<file path="src/design/rmd_pkg.sv">
// shared constants and functions for the ripemd-128 digest block
// no dependencies
package rmd_pkg;

    localparam logic [31:0] IV0 = 32'h67452301;
    localparam logic [31:0] IV1 = 32'hefcdab89;
    localparam logic [31:0] IV2 = 32'h98badcfe;
    localparam logic [31:0] IV3 = 32'h10325476;
    localparam logic [7:0]  PAD_BYTE = 8'h80;

    function automatic logic [31:0] f_bool(input logic [1:0] sel, input logic [31:0] x,
                                           input logic [31:0] y, input logic [31:0] z);
        logic [31:0] r;
        unique case (sel)
            2'd0: r = x ^ y ^ z;
            2'd1: r = (x & y) | (~x & z);
            2'd2: r = (x | ~y) ^ z;
            default: r = (x & z) | (y & ~z);
        endcase
        return r;
    endfunction

    function automatic logic [31:0] f_kl(input logic [1:0] rnd);
        logic [31:0] r;
        unique case (rnd)
            2'd0: r = 32'h00000000;
            2'd1: r = 32'h5a827999;
            2'd2: r = 32'h6ed9eba1;
            default: r = 32'h8f1bbcdc;
        endcase
        return r;
    endfunction

    function automatic logic [31:0] f_kr(input logic [1:0] rnd);
        logic [31:0] r;
        unique case (rnd)
            2'd0: r = 32'h50a28be6;
            2'd1: r = 32'h5c4dd124;
            2'd2: r = 32'h6d703ef3;
            default: r = 32'h00000000;
        endcase
        return r;
    endfunction

    localparam logic [255:0] SEL_L = {
        4'd2,4'd6,4'd5,4'd14,4'd15,4'd7,4'd3,4'd13,4'd4,4'd12,4'd8,4'd0,4'd10,4'd11,4'd9,4'd1,
        4'd12,4'd5,4'd11,4'd13,4'd6,4'd0,4'd7,4'd2,4'd1,4'd8,4'd15,4'd9,4'd4,4'd14,4'd10,4'd3,
        4'd8,4'd11,4'd14,4'd2,4'd5,4'd9,4'd0,4'd12,4'd3,4'd15,4'd6,4'd10,4'd1,4'd13,4'd4,4'd7,
        4'd15,4'd14,4'd13,4'd12,4'd11,4'd10,4'd9,4'd8,4'd7,4'd6,4'd5,4'd4,4'd3,4'd2,4'd1,4'd0};
    localparam logic [255:0] SEL_R = {
        4'd14,4'd10,4'd7,4'd9,4'd13,4'd2,4'd12,4'd5,4'd0,4'd15,4'd11,4'd3,4'd1,4'd4,4'd6,4'd8,
        4'd13,4'd4,4'd0,4'd10,4'd2,4'd12,4'd8,4'd11,4'd9,4'd6,4'd14,4'd7,4'd3,4'd1,4'd5,4'd15,
        4'd2,4'd1,4'd9,4'd4,4'd12,4'd8,4'd15,4'd14,4'd10,4'd5,4'd13,4'd0,4'd7,4'd3,4'd11,4'd6,
        4'd12,4'd3,4'd10,4'd1,4'd8,4'd15,4'd6,4'd13,4'd4,4'd11,4'd2,4'd9,4'd0,4'd7,4'd14,4'd5};
    localparam logic [255:0] ROT_L = {
        4'd12,4'd5,4'd6,4'd8,4'd6,4'd5,4'd14,4'd9,4'd8,4'd9,4'd15,4'd14,4'd15,4'd14,4'd12,4'd11,
        4'd5,4'd7,4'd12,4'd5,4'd6,4'd13,4'd8,4'd14,4'd15,4'd13,4'd9,4'd14,4'd7,4'd6,4'd13,4'd11,
        4'd12,4'd13,4'd7,4'd11,4'd9,4'd15,4'd12,4'd7,4'd15,4'd7,4'd9,4'd11,4'd13,4'd8,4'd6,4'd7,
        4'd8,4'd9,4'd7,4'd6,4'd15,4'd14,4'd13,4'd11,4'd9,4'd7,4'd8,4'd5,4'd12,4'd15,4'd14,4'd11};
    localparam logic [255:0] ROT_R = {
        4'd8,4'd15,4'd5,4'd12,4'd9,4'd12,4'd9,4'd6,4'd14,4'd6,4'd14,4'd14,4'd11,4'd8,4'd5,4'd15,
        4'd5,4'd7,4'd13,4'd13,4'd14,4'd5,4'd13,4'd12,4'd14,4'd6,4'd6,4'd8,4'd11,4'd15,4'd7,4'd9,
        4'd11,4'd13,4'd15,4'd6,4'd7,4'd12,4'd7,4'd7,4'd11,4'd9,4'd8,4'd12,4'd7,4'd15,4'd13,4'd9,
        4'd6,4'd12,4'd14,4'd14,4'd11,4'd8,4'd7,4'd7,4'd5,4'd15,4'd15,4'd13,4'd11,4'd9,4'd9,4'd8};

    function automatic logic [3:0] f_tab(input logic [255:0] t, input logic [5:0] s);
        return t[{s, 2'b00} +: 4];
    endfunction

    function automatic logic [31:0] f_rotl(input logic [31:0] v, input logic [3:0] n);
        logic [63:0] d;
        d = {v, v} << n;
        return d[63:32];
    endfunction

    // step control passed from sequencer to the word store
    typedef struct packed {
        logic       we;
        logic [3:0] waddr;
        logic [1:0] wlane;
        logic [7:0] wdata;
        logic [3:0] raddr_l;
        logic [3:0] raddr_r;
    } t_buf_ctl;

endpackage

</file>
<file path="src/design/ripemd128_hash.sv">
// ripemd-128 digest engine top level: byte intake, padding, compression, digest output
// depends on rmd_pkg and rmd_buf
//
// input channel: i_valid/o_ready with i_kind, i_data_byte. kind 0 adds one byte,
// kind 1 finishes the message. output channel: o_valid/i_ready, four items per
// finish (o_digest_word, o_word_index, o_last_word), word 0 first.
// a data byte is written straight into the buffer; the 64th byte of a block starts a
// compression (one step of both lines per cycle, reading message words from the
// registered read ports of the two-port buffer memory, plus fold). a finish writes
// padding one byte a cycle, then one or two compressions, then shows the four
// words, each held until taken. input is not taken while compressing, padding or
// emitting. reset (synchronous, active low) restores the initial chaining value
// and clears length and fill count; the buffer needs no clearing. a stalled
// receiver simply holds the current digest word.
module ripemd128_hash (
    input  logic        i_clk,
    input  logic        i_rst_n,
    input  logic        i_valid,
    output logic        o_ready,
    input  logic        i_kind,
    input  logic [7:0]  i_data_byte,
    output logic        o_valid,
    input  logic        i_ready,
    output logic [31:0] o_digest_word,
    output logic [1:0]  o_word_index,
    output logic        o_last_word
);
    localparam logic [2:0] S_IDLE = 3'd0;
    localparam logic [2:0] S_PAD  = 3'd1;
    localparam logic [2:0] S_COMP = 3'd2;
    localparam logic [2:0] S_FOLD = 3'd3;
    localparam logic [2:0] S_OUT  = 3'd4;

    logic [2:0]   r_state;
    logic [5:0]   r_fill;
    logic [60:0]  r_len;
    logic [6:0]   r_step;
    logic         r_fin;      // compression belongs to finish
    logic         r_lenblk;   // current padded block carries length
    logic [31:0]  r_h [4];
    logic [31:0]  r_a [8];
    logic [1:0]   r_oidx;

    rmd_pkg::t_buf_ctl w_ctl;
    logic [31:0] w_rd_l, w_rd_r;
    logic [63:0] w_bits;
    logic [7:0]  w_pad;
    logic        w_acc;
    logic [5:0]  w_cs;        // step whose words are now on read data
    logic [1:0]  w_rnd;
    logic [31:0] w_tl, w_tr;

    rmd_buf u_buf (.i_clk(i_clk), .i_ctl(w_ctl), .o_rd_l(w_rd_l), .o_rd_r(w_rd_r));

    assign o_ready = (r_state == S_IDLE);
    assign w_acc   = i_valid && o_ready;
    assign w_bits  = {r_len, 3'b000};

    always_comb begin
        if (r_fill == 6'd56 && r_lenblk) w_pad = w_bits[7:0];
        else if (r_fill[5:3] == 3'd7 && r_lenblk) w_pad = w_bits[{r_fill[2:0], 3'b000} +: 8];
        else w_pad = 8'h00;
    end

    always_comb begin
        w_ctl = '0;
        w_ctl.waddr = r_fill[5:2];
        w_ctl.wlane = r_fill[1:0];
        w_ctl.raddr_l = rmd_pkg::f_tab(rmd_pkg::SEL_L, r_step[5:0]);
        w_ctl.raddr_r = rmd_pkg::f_tab(rmd_pkg::SEL_R, r_step[5:0]);
        if (w_acc) begin
            w_ctl.we = 1'b1;
            w_ctl.wdata = i_kind ? rmd_pkg::PAD_BYTE : i_data_byte;
        end else if (r_state == S_PAD) begin
            w_ctl.we = 1'b1;
            w_ctl.wdata = w_pad;
        end
    end

    assign w_cs  = r_step[5:0] - 6'd1;
    assign w_rnd = w_cs[5:4];
    assign w_tl = rmd_pkg::f_rotl(r_a[0] + rmd_pkg::f_bool(w_rnd, r_a[1], r_a[2], r_a[3])
                  + w_rd_l + rmd_pkg::f_kl(w_rnd), rmd_pkg::f_tab(rmd_pkg::ROT_L, w_cs));
    assign w_tr = rmd_pkg::f_rotl(r_a[4] + rmd_pkg::f_bool(~w_rnd, r_a[5], r_a[6], r_a[7])
                  + w_rd_r + rmd_pkg::f_kr(w_rnd), rmd_pkg::f_tab(rmd_pkg::ROT_R, w_cs));

    always_ff @(posedge i_clk) begin
        if (!i_rst_n) begin
            r_state <= S_IDLE;
            r_fill <= '0;
            r_len <= '0;
            r_step <= '0;
            r_fin <= 1'b0;
            r_lenblk <= 1'b0;
            r_oidx <= '0;
            r_h[0] <= rmd_pkg::IV0; r_h[1] <= rmd_pkg::IV1;
            r_h[2] <= rmd_pkg::IV2; r_h[3] <= rmd_pkg::IV3;
        end else begin
            unique case (r_state)
                S_IDLE: begin
                    if (w_acc) begin
                        r_fill <= r_fill + 6'd1;
                        r_step <= '0;
                        if (!i_kind) begin
                            r_len <= r_len + 61'd1;
                            r_fin <= 1'b0;
                            if (r_fill == 6'd63) r_state <= S_COMP;
                        end else begin
                            r_fin <= 1'b1;
                            r_lenblk <= (r_fill < 6'd56);
                            r_state <= (r_fill == 6'd63) ? S_COMP : S_PAD;
                        end
                    end
                end
                S_PAD: begin
                    r_fill <= r_fill + 6'd1;
                    if (r_fill == 6'd63) r_state <= S_COMP;
                end
                S_COMP: begin
                    if (r_step == 7'd0) begin
                        for (int i = 0; i < 4; i++) begin
                            r_a[i] <= r_h[i];
                            r_a[i+4] <= r_h[i];
                        end
                    end else begin
                        r_a[0] <= r_a[3]; r_a[3] <= r_a[2]; r_a[2] <= r_a[1]; r_a[1] <= w_tl;
                        r_a[4] <= r_a[7]; r_a[7] <= r_a[6]; r_a[6] <= r_a[5]; r_a[5] <= w_tr;
                    end
                    r_step <= r_step + 7'd1;
                    if (r_step == 7'd64) r_state <= S_FOLD;
                end
                S_FOLD: begin
                    r_h[0] <= r_h[1] + r_a[2] + r_a[7];
                    r_h[1] <= r_h[2] + r_a[3] + r_a[4];
                    r_h[2] <= r_h[3] + r_a[0] + r_a[5];
                    r_h[3] <= r_h[0] + r_a[1] + r_a[6];
                    r_step <= '0;
                    if (!r_fin) r_state <= S_IDLE;
                    else if (!r_lenblk) begin
                        r_lenblk <= 1'b1;
                        r_state <= S_PAD;
                    end else begin
                        r_oidx <= '0;
                        r_state <= S_OUT;
                    end
                end
                S_OUT: begin
                    if (i_ready) begin
                        r_oidx <= r_oidx + 2'd1;
                        if (r_oidx == 2'd3) begin
                            r_state <= S_IDLE;
                            r_fill <= '0;
                            r_len <= '0;
                            r_fin <= 1'b0;
                            r_h[0] <= rmd_pkg::IV0; r_h[1] <= rmd_pkg::IV1;
                            r_h[2] <= rmd_pkg::IV2; r_h[3] <= rmd_pkg::IV3;
                        end
                    end
                end
                default: r_state <= S_IDLE;
            endcase
        end
    end

    assign o_valid = (r_state == S_OUT);
    assign o_digest_word = r_h[r_oidx];
    assign o_word_index = r_oidx;
    assign o_last_word = (r_oidx == 2'd3);
endmodule

</file>
<file path="src/design/rmd_buf.sv">
// block buffer: 16 words x 32 bits, byte-lane write, two registered read ports
// depends on rmd_pkg
module rmd_buf (
    input  logic              i_clk,
    input  rmd_pkg::t_buf_ctl i_ctl,
    output logic [31:0]       o_rd_l,
    output logic [31:0]       o_rd_r
);
    logic [31:0] r_mem [16];

    always_ff @(posedge i_clk) begin
        if (i_ctl.we) begin
            unique case (i_ctl.wlane)
                2'd0: r_mem[i_ctl.waddr][7:0]   <= i_ctl.wdata;
                2'd1: r_mem[i_ctl.waddr][15:8]  <= i_ctl.wdata;
                2'd2: r_mem[i_ctl.waddr][23:16] <= i_ctl.wdata;
                default: r_mem[i_ctl.waddr][31:24] <= i_ctl.wdata;
            endcase
        end
        o_rd_l <= r_mem[i_ctl.raddr_l];
        o_rd_r <= r_mem[i_ctl.raddr_r];
    end
endmodule

</file>
<file path="config.mk">
export PLATFORM = sky130hd
export DESIGN_NAME = ripemd128_hash
export DESIGN_NICKNAME = d
export VERILOG_FILES = /design/src/design/rmd_pkg.sv /design/src/design/ripemd128_hash.sv /design/src/design/rmd_buf.sv
export SDC_FILE = /design/constraint.sdc
export NUM_CORES = 2
export LEC_CHECK = 0
export BUFFER_PORTS_ARGS = -buffer_cell sky130_fd_sc_hd__buf_4
export CAP_MARGIN = 10
export CORE_MARGIN = 3
export CORE_UTILIZATION = 61
export CTS_CLUSTER_SIZE = 28
export DETAILED_ROUTE_END_ITERATION = 10
export PLACE_DENSITY = 0.73
export SYNTH_ARGS = -nofsm -noshare
export SYNTH_HDL_FRONTEND = slang
export SYNTH_HIERARCHICAL = 1
export SYNTH_SLANG_ARGS = --single-unit
export TNS_END_PERCENT = 30
</file>
<file path="constraint.sdc">
create_clock -name i_clk -period 43.1 [get_ports i_clk]
set_input_delay 2.155 -clock i_clk [delete_from_list [all_inputs] [get_ports i_clk]]
set_output_delay 2.155 -clock i_clk [all_outputs]
set_load 0.05 [all_outputs]
</file>
==> reports/results.ini <==
[synthesis]
ys_async_sr_fraction_pct=0
ys.flop_type=edfxtp_1
ys_seq_area_share_pct=42.4
post_synth_num_cell_types=110
syn-mean-instance-area_um2=11.1
syn_area_um2=68800
ys_warn_count=6
synthesis.nets=6744
synth_top_cell_by_area=edfxtp_1
synth_edf_count=832
synthTopCellsByArea=edfxtp_1, mux4_2, fa_1
synth.top_cell.area_share_pct=36.3
syn_inst=6213
synth_seq_cells=1043

[power]
ir_drop_mv=0.0368
totalPowerFinal_mw=2.23
p_leak_nw=27.5
powerDensity_nw_per_um2=30.0

[clocking]
cts.sink_count=1043
clockBufferDepth=3
cts_buffers=113
cts_tree=built
clock_latency_ns=0.74
ctsHtreeMaxLevel=3
clockRootBuffer=clkbuf_16
cts_setup_buffers=0
hold_buffers=0
clkSlewWorstSetupHoldPaths_ns=0.06
ctsResizeCount=0

[routing]
drt_iter0_drc=7552
via_per_inst=6.88
post-route-drc-count=0
wl_um=218000
detail_route.first_pass.iterations=8
ant_nets=0
avgRoutedWirePerCell_um=28.3
vias=53081

[timing]
period_share_pct=22.8
drv_slew=0
hold_viol_final=0
finalSetupTns_ns=0
rsz0062_at_grt=no
skew_ns=0.0293
setup_viol=0
max_freq_mhz=102
tightest_slew_ns=1.24
finalCriticalPeriod_ns=9.82
slew_headroom_pct=16.8
hold_ws_ns=0.505

[floorplan]
fp.dieArea_um2=117000
die_h_um=342
coreArea_um2=111000
rows=122
ios=50
initial_core_util_pct=61.8
die_x_um=342

[grt]
grt_pass1_wl_um=326000
grt_overflow_total=0
gr-usage-all-layers_pct=37.3
antenna_found_initial=3
first_global_vias=51409
grt_max_degree=97

[setup_path]
endpoint_kind=flip-flop
crit_arrival_ns=10.36
path_class=reg -> reg
crit_required_ns=43.64
r2r_cells=26
crit_fanout=39
startpoint_type=flip-flop

[placed_design]
dp_hpwl_um=155000
place_area_um2=70500
place.gp.congestion=1.01
numPortBuffers=49

[job]
max_cap_viol_count=0

[cells_and_area]
final_area_um2=74400
drive_above_1_share_pct=12.2
area_growth_pct=8.12
nets=6657
utilization_pct=66.9

[outcome]
status=finished clean

[worst_hold_path]
hold_path_depth=2
hold_path_class=reg -> reg

[synthesized netlist by cell type, types with 63 or more instances]
master    count
nand3_1      87
a21o_1       91
a22oi_1     134
nor2_1      381
ha_1        271
o21ai_0     311
edfxtp_1    832
o22ai_1      75
nor3_1       68
nand2_1     866
a21oi_1     293
inv_1       408
dfxtp_1     211
xor2_1      118
mux4_2      305
mux2i_1     180
fa_1        247
xnor2_1     112
o21a_1       63
and3_1       64
clkbuf_1    215
[worst paths after layout]
kind / from / to / slack (ns)
max: r_step[5] / r_a[1][32] / 33.28
min: r_len[12] / r_len[12] / 0.51
max reg2reg: r_step[5] / r_a[1][32] / 33.28
min reg2reg: r_len[12] / r_len[12] / 0.51
[cells by family (layout without fill, tap and decap cells)]
| kind of cell | after synthesis | in the layout | share of synthesized area [%] |
|---|---|---|---|
| xor+xnor | 231 | 231 | 2.97 |
| flops | 1043 | 1043 | 42.4 |
| mux | 533 | 533 | 13.4 |
| buf+inv | 754 | 764 | 4.39 |
| fa+ha+maj | 518 | 518 | 12.1 |
| other cells | 0 | 2 | 0 |
| simple gates | 1719 | 1719 | 11.1 |
| compound gates | 1415 | 1415 | 13.6 |
[stage by stage]
stage / setup slack [ns] / instances
floorplan: 9.53 / 6213
detailed placement: 33.61 / 7497
CTS: 33.54 / 7709
global route: 32.53 / 7711
global placement: 33.66 / 7496
finish: 33.28 / 7713
[per-layer routing]
layer / track usage, % / vias to the layer above / part of all wire, %
met5: 0 / - / 0.011
met4: 20.9 / 4 / 6.7
met3: 7.83 / 733 / 11
met2: 57.4 / 3461 / 45
met1: 49.7 / 25996 / 37
li1: - / 22887 / -
[cells in the final DEF, fill, tap and decap left out, types with 55 or more instances in the layout]
cell type	n
nand3_1	87
buf_4	132
and3_1	64
ha_1	267
xor2_1	118
o22ai_1	75
nand2_1	864
a211oi_1	55
inv_1	406
a21oi_1	288
fa_1	247
xnor2_1	112
dfxtp_1	208
a21o_1	91
o21ai_0	306
nor3_1	68
nor2_1	378
edfxtp_1	832
a22oi_1	134
o21a_1	62
mux2i_1	179
clkbuf_16	113
mux4_2	305
[critical path, cell delays in order (launching register included)]
cell and delay [ns]:
dfxtp_1 0.89, inv_1 0.40, and3_1 0.25, or2_1 0.50, inv_1 0.55, ha_4 0.48, buf_4 0.60, mux2i_1 0.31
nand2_1 0.08, o21a_1 0.19, o21ai_0 0.64, fa_1 0.55, inv_1 0.08, fa_1 0.41, inv_1 0.07, ha_1 0.29
a2111oi_2 0.31, o21ai_1 0.17, a221oi_2 0.45, nor3_1 0.18, o31ai_1 0.40, a21oi_1 0.17, o41ai_4 0.44, mux2_2 0.39
nor3_1 0.32, a31oi_1 0.17, a222oi_1 0.28
[area by class of cell]
cell class	instances	area (um^2)
Fill cell	8233	36900
Multi-Input combinational cell	4416	36800
Sequential cell	1043	29200
Clock buffer	144	3090
Tap cell	1488	1860
Inverter	414	1550
Timing Repair Buffer	138	1090
Clock inverter	68	787
Antenna cell	2	5.00
[flip-flops by register name, summed over array words and instances, names as in the netlist, named ones only]
signal and count:
u_buf/r_mem 512, o_word_index 2, r_fin 1, u_buf/o_rd_l 32
u_buf/o_rd_r 32, r_lenblk 1, r_state 3, r_h 128
r_a 256, r_fill 6, r_len 61, r_step 7
[power breakdown]
group / total (mW) / internal (mW) / switching, mW
clock network: 1.01 / 0.586 / 0.425
registers: 1.09 / 1.09 / 0.00689
logic: 0.127 / 0.0441 / 0.0830
total: 2.23 / 1.72 / 0.515
Power figures use the tool's default switching activity.
